$ cat src/hw/rtl/tta_pkg.sv
// shared types and constants of the transaction table with aging
package tta_pkg;

    localparam int TABLE_DEPTH_DEF = 16;

    localparam int KEY_W      = 32;
    localparam int CLIENT_W   = 48;
    localparam int HITS_W     = 16;
    localparam int STAMP_W    = 32;
    localparam int LIFETIME_W = 17;
    localparam int SLOT_W     = 4;
    localparam int STATUS_W   = 3;

    localparam logic [LIFETIME_W-1:0] LIFETIME_RESET = LIFETIME_W'(60);
    localparam logic [HITS_W-1:0]     HITS_MAX       = '1;

    typedef enum logic
    {
        OP_ADD   = 1'b0,
        OP_PURGE = 1'b1
    } op_t;

    typedef enum logic [STATUS_W-1:0]
    {
        ST_MATCHED  = 3'd0,
        ST_INSERTED = 3'd1,
        ST_FULL     = 3'd2,
        ST_PURGED   = 3'd3,
        ST_DONE     = 3'd4
    } status_t;

    typedef enum logic [1:0]
    {
        S_IDLE,
        S_SCAN,
        S_DONE
    } state_t;

    typedef struct packed
    {
        logic [KEY_W-1:0]    key;
        logic [CLIENT_W-1:0] client;
        logic [HITS_W-1:0]   hits;
        logic [STAMP_W-1:0]  stamp;
    } entry_t;

    localparam int ENTRY_W = $bits(entry_t);

    typedef struct packed
    {
        logic                valid;
        status_t             status;
        logic [SLOT_W-1:0]   slot;
        logic [KEY_W-1:0]    id;
        logic [CLIENT_W-1:0] address;
        logic [HITS_W-1:0]   hits;
        logic                last;
    } res_t;

endpackage

$ cat src/hw/rtl/transaction_table_with_aging.sv
// top level of the transaction table with aging
//
// channel   direction  handshake                 payload
// request   in         start & !busy             operation, transaction_id,
//                                                client_address, now_seconds
// result    out        result_valid, one cycle   status, slot, entry_id,
//                                                entry_address, hit_count, last
// config    in         cfg_we                    cfg_wdata (lifetime_seconds)
//
// an add ends on a match or after the last word; a purge always scans the whole table
// the scan reads one table word per cycle through the single ram read port
// purged words leave one per cycle during the scan, the done word follows
// reset empties the table at once through per-slot valid flops, lifetime is 60
// results cannot be held off by the receiver
module transaction_table_with_aging
#(
    parameter int TABLE_DEPTH = tta_pkg::TABLE_DEPTH_DEF
)
(
    input  logic                              clk,
    input  logic                              rst_n,
    input  logic                              start,
    output logic                              busy,
    input  logic                              operation,
    input  logic [tta_pkg::KEY_W-1:0]         transaction_id,
    input  logic [tta_pkg::CLIENT_W-1:0]      client_address,
    input  logic [tta_pkg::STAMP_W-1:0]       now_seconds,
    input  logic                              cfg_we,
    input  logic [tta_pkg::LIFETIME_W-1:0]    cfg_wdata,
    output logic                              result_valid,
    output logic [tta_pkg::STATUS_W-1:0]      status,
    output logic [tta_pkg::SLOT_W-1:0]        slot,
    output logic [tta_pkg::KEY_W-1:0]         entry_id,
    output logic [tta_pkg::CLIENT_W-1:0]      entry_address,
    output logic [tta_pkg::HITS_W-1:0]        hit_count,
    output logic                              last
);

    import tta_pkg::*;

    localparam int IDX_W = $clog2(TABLE_DEPTH);

    logic [LIFETIME_W-1:0] lifetime_reg;
    logic                  valid_reg;
    res_t                  res;
    res_t                  res_reg;

    logic                  ram_we;
    logic [IDX_W-1:0]      ram_waddr;
    entry_t                ram_wdata;
    logic                  ram_re;
    logic [IDX_W-1:0]      ram_raddr;
    entry_t                ram_rdata;

    always_ff @(posedge clk or negedge rst_n)
    begin
        if (!rst_n)
        begin
            lifetime_reg <= LIFETIME_RESET;
            valid_reg    <= 1'b0;
        end
        else
        begin
            if (cfg_we)
            begin
                lifetime_reg <= cfg_wdata;
            end
            valid_reg <= res.valid;
        end
    end

    always_ff @(posedge clk)
    begin
        res_reg <= res;
    end

    tta_ram
    #(
        .WIDTH (ENTRY_W),
        .DEPTH (TABLE_DEPTH)
    )
    u_ram
    (
        .clk   (clk),
        .we    (ram_we),
        .waddr (ram_waddr),
        .wdata (ram_wdata),
        .re    (ram_re),
        .raddr (ram_raddr),
        .rdata (ram_rdata)
    );

    tta_scan
    #(
        .TABLE_DEPTH (TABLE_DEPTH)
    )
    u_scan
    (
        .clk            (clk),
        .rst_n          (rst_n),
        .start          (start),
        .busy           (busy),
        .operation      (operation),
        .transaction_id (transaction_id),
        .client_address (client_address),
        .now_seconds    (now_seconds),
        .lifetime       (lifetime_reg),
        .ram_we         (ram_we),
        .ram_waddr      (ram_waddr),
        .ram_wdata      (ram_wdata),
        .ram_re         (ram_re),
        .ram_raddr      (ram_raddr),
        .ram_rdata      (ram_rdata),
        .res            (res)
    );

    assign result_valid  = valid_reg;
    assign status        = res_reg.status;
    assign slot          = res_reg.slot;
    assign entry_id      = res_reg.id;
    assign entry_address = res_reg.address;
    assign hit_count     = res_reg.hits;
    assign last          = res_reg.last;

endmodule

$ cat src/hw/rtl/tta_ram.sv
// generic single-write, single-read synchronous ram with registered read
module tta_ram
#(
    parameter int WIDTH = 8,
    parameter int DEPTH = 16
)
(
    input  logic                     clk,
    input  logic                     we,
    input  logic [$clog2(DEPTH)-1:0] waddr,
    input  logic [WIDTH-1:0]         wdata,
    input  logic                     re,
    input  logic [$clog2(DEPTH)-1:0] raddr,
    output logic [WIDTH-1:0]         rdata
);

    logic [WIDTH-1:0] mem [DEPTH];

    always_ff @(posedge clk)
    begin
        if (we)
        begin
            mem[waddr] <= wdata;
        end
        if (re)
        begin
            rdata <= mem[raddr];
        end
    end

endmodule

$ cat src/hw/rtl/tta_scan.sv
// table scan engine: valid bits, lookup, insert, refresh and purge sequencing
module tta_scan
#(
    parameter int TABLE_DEPTH = tta_pkg::TABLE_DEPTH_DEF
)
(
    input  logic                                clk,
    input  logic                                rst_n,
    input  logic                                start,
    output logic                                busy,
    input  logic                                operation,
    input  logic [tta_pkg::KEY_W-1:0]           transaction_id,
    input  logic [tta_pkg::CLIENT_W-1:0]        client_address,
    input  logic [tta_pkg::STAMP_W-1:0]         now_seconds,
    input  logic [tta_pkg::LIFETIME_W-1:0]      lifetime,
    output logic                                ram_we,
    output logic [$clog2(TABLE_DEPTH)-1:0]      ram_waddr,
    output tta_pkg::entry_t                     ram_wdata,
    output logic                                ram_re,
    output logic [$clog2(TABLE_DEPTH)-1:0]      ram_raddr,
    input  tta_pkg::entry_t                     ram_rdata,
    output tta_pkg::res_t                       res
);

    import tta_pkg::*;

    localparam int IDX_W = $clog2(TABLE_DEPTH);
    localparam logic [IDX_W-1:0] IDX_LAST = IDX_W'(TABLE_DEPTH - 1);

    state_t                 state_reg, state_next;
    op_t                    op_reg, op_next;
    logic [KEY_W-1:0]       id_reg, id_next;
    logic [CLIENT_W-1:0]    addr_reg, addr_next;
    logic [STAMP_W-1:0]     now_reg, now_next;
    logic [IDX_W-1:0]       idx_reg, idx_next;
    logic                   issue_end_reg, issue_end_next;
    logic                   cmp_valid_reg, cmp_valid_next;
    logic [IDX_W-1:0]       cmp_idx_reg, cmp_idx_next;
    logic                   free_found_reg, free_found_next;
    logic [IDX_W-1:0]       free_slot_reg, free_slot_next;
    logic [TABLE_DEPTH-1:0] valid_reg, valid_next;

    logic                   cur_valid;
    logic                   free_now;
    logic [IDX_W-1:0]       slot_now;
    logic [STAMP_W-1:0]     age;
    logic [HITS_W-1:0]      hits_inc;

    assign busy      = (state_reg != S_IDLE);
    assign ram_raddr = idx_reg;
    assign cur_valid = valid_reg[cmp_idx_reg];
    assign free_now  = free_found_reg | ~cur_valid;
    assign slot_now  = free_found_reg ? free_slot_reg : cmp_idx_reg;
    assign age       = now_reg - ram_rdata.stamp;
    assign hits_inc  = (ram_rdata.hits == HITS_MAX) ? ram_rdata.hits
                                                    : ram_rdata.hits + HITS_W'(1);

    always_ff @(posedge clk or negedge rst_n)
    begin
        if (!rst_n)
        begin
            state_reg      <= S_IDLE;
            issue_end_reg  <= 1'b0;
            cmp_valid_reg  <= 1'b0;
            free_found_reg <= 1'b0;
            valid_reg      <= '0;
        end
        else
        begin
            state_reg      <= state_next;
            issue_end_reg  <= issue_end_next;
            cmp_valid_reg  <= cmp_valid_next;
            free_found_reg <= free_found_next;
            valid_reg      <= valid_next;
        end
    end

    always_ff @(posedge clk)
    begin
        op_reg        <= op_next;
        id_reg        <= id_next;
        addr_reg      <= addr_next;
        now_reg       <= now_next;
        idx_reg       <= idx_next;
        cmp_idx_reg   <= cmp_idx_next;
        free_slot_reg <= free_slot_next;
    end

    always_comb
    begin
        state_next      = state_reg;
        op_next         = op_reg;
        id_next         = id_reg;
        addr_next       = addr_reg;
        now_next        = now_reg;
        idx_next        = idx_reg;
        issue_end_next  = issue_end_reg;
        cmp_valid_next  = cmp_valid_reg;
        cmp_idx_next    = cmp_idx_reg;
        free_found_next = free_found_reg;
        free_slot_next  = free_slot_reg;
        valid_next      = valid_reg;
        ram_re          = 1'b0;
        ram_we          = 1'b0;
        ram_waddr       = cmp_idx_reg;
        ram_wdata       = ram_rdata;
        res             = '0;
        res.status      = ST_MATCHED;

        case (state_reg)
            S_IDLE:
            begin
                if (start)
                begin
                    op_next         = op_t'(operation);
                    id_next         = transaction_id;
                    addr_next       = client_address;
                    now_next        = now_seconds;
                    idx_next        = '0;
                    issue_end_next  = 1'b0;
                    cmp_valid_next  = 1'b0;
                    free_found_next = 1'b0;
                    state_next      = S_SCAN;
                end
            end

            S_SCAN:
            begin
                // read issue stage
                if (!issue_end_reg)
                begin
                    ram_re = 1'b1;
                    if (idx_reg == IDX_LAST)
                    begin
                        issue_end_next = 1'b1;
                    end
                    else
                    begin
                        idx_next = idx_reg + IDX_W'(1);
                    end
                end
                cmp_valid_next = ~issue_end_reg;
                cmp_idx_next   = idx_reg;

                // compare stage on returned word
                if (cmp_valid_reg)
                begin
                    if (op_reg == OP_ADD)
                    begin
                        if (cur_valid && ram_rdata.key == id_reg)
                        begin
                            ram_we          = 1'b1;
                            ram_waddr       = cmp_idx_reg;
                            ram_wdata       = ram_rdata;
                            ram_wdata.hits  = hits_inc;
                            ram_wdata.stamp = now_reg;
                            res.valid       = 1'b1;
                            res.status      = ST_MATCHED;
                            res.slot        = SLOT_W'(cmp_idx_reg);
                            res.id          = ram_rdata.key;
                            res.address     = ram_rdata.client;
                            res.hits        = hits_inc;
                            res.last        = 1'b1;
                            state_next      = S_IDLE;
                        end
                        else
                        begin
                            if (!free_found_reg && !cur_valid)
                            begin
                                free_found_next = 1'b1;
                                free_slot_next  = cmp_idx_reg;
                            end
                            if (cmp_idx_reg == IDX_LAST)
                            begin
                                res.valid = 1'b1;
                                res.last  = 1'b1;
                                res.id    = id_reg;
                                res.address = addr_reg;
                                if (free_now)
                                begin
                                    ram_we               = 1'b1;
                                    ram_waddr            = slot_now;
                                    ram_wdata.key        = id_reg;
                                    ram_wdata.client     = addr_reg;
                                    ram_wdata.hits       = HITS_W'(1);
                                    ram_wdata.stamp      = now_reg;
                                    valid_next[slot_now] = 1'b1;
                                    res.status           = ST_INSERTED;
                                    res.slot             = SLOT_W'(slot_now);
                                    res.hits             = HITS_W'(1);
                                end
                                else
                                begin
                                    res.status = ST_FULL;
                                end
                                state_next = S_IDLE;
                            end
                        end
                    end
                    else
                    begin
                        if (cur_valid && age >= STAMP_W'(lifetime))
                        begin
                            valid_next[cmp_idx_reg] = 1'b0;
                            res.valid   = 1'b1;
                            res.status  = ST_PURGED;
                            res.slot    = SLOT_W'(cmp_idx_reg);
                            res.id      = ram_rdata.key;
                            res.address = ram_rdata.client;
                            res.hits    = ram_rdata.hits;
                        end
                        if (cmp_idx_reg == IDX_LAST)
                        begin
                            state_next = S_DONE;
                        end
                    end
                end
            end

            S_DONE:
            begin
                res.valid  = 1'b1;
                res.status = ST_DONE;
                res.last   = 1'b1;
                state_next = S_IDLE;
            end

            default:
            begin
                state_next = S_IDLE;
            end
        endcase
    end

endmodule

$ cat config.mk
export PLATFORM = sky130hd
export DESIGN_NAME = transaction_table_with_aging
export DESIGN_NICKNAME = d
export VERILOG_FILES = /design/src/hw/rtl/tta_pkg.sv /design/src/hw/rtl/transaction_table_with_aging.sv /design/src/hw/rtl/tta_ram.sv /design/src/hw/rtl/tta_scan.sv
export SDC_FILE = /design/constraint.sdc
export NUM_CORES = 2
export LEC_CHECK = 0
export ABC_AREA = 1
export ABC_CLOCK_PERIOD_IN_PS = 9390
export BUFFER_PORTS_ARGS = -buffer_cell sky130_fd_sc_hd__buf_2
export CAP_MARGIN = 20
export CORE_ASPECT_RATIO = 2
export CORE_MARGIN = 5
export CORE_UTILIZATION = 60
export CTS_CLUSTER_DIAMETER = 150
export DETAILED_ROUTE_END_ITERATION = 12
export GPL_ROUTABILITY_DRIVEN = 1
export PLACE_DENSITY_LB_ADDON = 0.25
export SLEW_MARGIN = 20
export SYNTH_ARGS = -nofsm -noshare
export SYNTH_HDL_FRONTEND = slang
export SYNTH_SLANG_ARGS = --single-unit
export TNS_END_PERCENT = 50
$ cat constraint.sdc
create_clock -name clk -period 9.39 [get_ports clk]
set_input_delay 1.4085 -clock clk [delete_from_list [all_inputs] [get_ports clk]]
set_output_delay 1.4085 -clock clk [all_outputs]
set_load 0.1 [all_outputs]
==> impl_results.md <==
* Status: complete, no violations
* Share of cells above drive strength 1 at 0.09710
* Worst setup SP type: register
* Crit path DAT at 5.54 ns
* Vias in the first global route at 62000
* DR vias at 62830
* Crit Path Class: register to register
* Max_cap viols at 0
* Post-DP HPWL at 136.9 mm
* RSZ-0062 raised after global routing: false
* Tcrit/Tclk final at 0.5408
* Worst-path maximum fanout at 38
* Clock Tree Buf Depth at 4
* Commonest non-fill, non-tap cell in the layout: edfxtp_1
* Utilization after layout at 0.6658
* Avg Cell Area, Syn at 13.05 um2
* Crit end category: register
* Place WS at 4.329 ns
* Area of the core at 0.1621 mm2
* Placed insts at 9492
* CTS tree: done
* Cell Rows at 209
* Power per standard cell area at 318.0 mW/mm2
* Unique masters post-synth at 54
* Placer Congestion at 0.9694
* Register area share after synthesis at 0.7390
* Worst Clk Skew at 0.05409 ns
* Die H at 580.5 um
* Die Wd at 295.3 um
* Sink Count at 2444
* Vias/cell at 6.367
* Most common flop cell mapped by yosys: edfxtp_1
* Tightest Pin Transition at 1.183 ns
* Final hold vios at 0
* Gate Count Post-Synth at 7481
* Synthesized cell area at 0.09765 mm2
* Worst skew pair latency at 0.84 ns
* DIE AREA at 0.1714 mm2
* Finished Layout Cells at 9868
* Residual DRC at 0
* Hold Buf Count CTS at 0
* Largest Register: u_ram.mem
* Drt pass-1 iters at 6
* Post-synth EDFFs at 2301
* Setup bufs post-CTS at 0
* Cts bufs inserted at 205
* Flip-flop count of the largest register after layout at 2048
* Initial antenna violation count at 11
* Minimum clock period at 5.078 ns
* DRT antenna net count at 0
* Number of I/O port buffers at 239
* CTS root buf: clkbuf_16
* # setup viols final at 0
* Overflow after GRT at 0
* Synth async-reset ratio at 0.01596
* Largest registers: u_ram.mem: 2048 flops, u_ram.rdata: 128 flops
* Sequential group share of total power at 0.419
* Net switching power at 12.27 mW
* Gate power share at 0.320
* Total track usage at 0.2916
* Syn_nets at 7670
* Total Neg Setup Slack at 0 ns
* Leakage power at 37.54 nW
* DR iter-0 viols at 8340
* Seq cells post-synth at 2444
* Req. time, crit path at 9.85 ns
* Clock power share at 0.261
* Pin count of the biggest net entering global routing at 247
* Post-CTS sizing at 0
* Int Pwr at 22.06 mW
* Final hold slack at 0.4747 ns
* PnR worst setup slack at 4.312 ns
* Drt total wl at 256.9 mm
* Routed len/inst at 26.04 um
* Most frequent cells in the layout: edfxtp_1, nor2_1, nand2_1
* Final slew viol count at 0
* Max-slew headroom at 0.2111
* Clock transition at the registers of the reported paths at 0.07 ns
* Sw Share at 0.3574
* Nets at 7780
* Area grow syn2layout at 10.55%
* Peak VDD IR at 422.6 uV
* Worst hold path class: register to register
* Ports at 240
* H-tree depth at 4
* Fmax at 0.1969 GHz
* YS warnings at 0
* First-pass GRT wire length at 378.8 mm
* Initial core utilization at 0.6023
[routing by layer]
metal | share of wire | wire, um | global-route usage
met5 | 0.00017 | 43 | 0
met4 | 0.045 | 11570 | 0.1172
met3 | 0.091 | 23300 | 0.04105
met2 | 0.50 | 129100 | 0.4959
met1 | 0.36 | 92890 | 0.3825
[cells by family after synthesis]
family	share of synthesized area
compound gates	0.08693
flops	0.7390
mux	0.02031
fa+ha+maj	0.007124
buf+inv	0.02929
xor+xnor	0.004036
simple gates	0.1133
[cells in the mapped netlist (35+ instances only)]
master,count,area share
a21oi_1,38,0.0019
buf_1,37,0.0014
clkbuf_1,366,0.014
dfrtp_1,35,0.0090
dfxtp_1,104,0.021
edfxtp_1,2301,0.71
ha_1,54,0.0069
inv_1,246,0.0095
mux2i_1,197,0.020
nand2_1,1084,0.042
nand3_1,351,0.018
nor2_1,1228,0.047
o211ai_1,62,0.0048
o21ai_0,625,0.032
o221ai_1,198,0.018
o32ai_1,315,0.028
[worst max-delay path, cell delays in order, from the launching register on]
cell,delay (ns)
edfxtp_1,0.43
xnor2_1,0.18
nand3_1,0.18
nor4_1,0.94
nand4_4,0.25
nand3_2,0.20
inv_4,0.15
nand2_1,0.09
nand2_1,0.09
inv_1,0.09
nand3_1,0.31
nor2_4,0.96
buf_4,0.75
[power groups by stage]
stage	clock network, mW	registers [mW]	logic, mW
6_report	8.94	14.4	11.0
5_1_grt	9.48	14.4	11.9
4_1_cts	9.02	14.4	10.9
3_5_place_dp	0	14.6	10.8
3_3_place_gp	0	14.6	10.5
2_1_floorplan	0	14.8	7.23
[through the flow]
stage / power (mW) / area (um2)
after detailed placement: 25.40 / 100900
final: 34.33 / 107900
after CTS: 34.27 / 107900
after floorplan: 22.03 / 97650
after global placement: 25.05 / 100900
after global routing: 35.85 / 107900
[cell type report]
type / count / area, um2
Timing Repair Buffer: 359 / 2355
Antenna cell: 3 / 7.507
Clock inverter: 114 / 1476
Clock buffer: 257 / 5520
Sequential cell: 2444 / 72160
Tap cell: 2110 / 2640
Fill cell: 11270 / 54190
Multi-Input combinational cell: 4326 / 22800
Inverter: 255 / 989.7
[final timing paths]
path	from	end	slack, ns	cells past startpoint
hold / removal	u_scan.addr_reg[30]$_DFFE_PP_	entry_address[30]$_SDFF_PN0_	0.47	2
hold reg to reg	u_scan.addr_reg[30]$_DFFE_PP_	entry_address[30]$_SDFF_PN0_	0.47	2
setup / recovery	u_scan.id_reg[7]$_DFFE_PP_	u_ram.mem[11][63]$_DFFE_PP_	4.31	12
min in group asynchronous	rst_n	lifetime_reg[8]$_DFFE_PN0P_	0.75	1
setup reg to reg	u_scan.id_reg[7]$_DFFE_PP_	u_ram.mem[11][63]$_DFFE_PP_	4.31	12
max in group asynchronous	rst_n	u_scan.cmp_valid_reg$_DFFE_PN0P_	7.96	1
(Power assumes the default switching activity.)
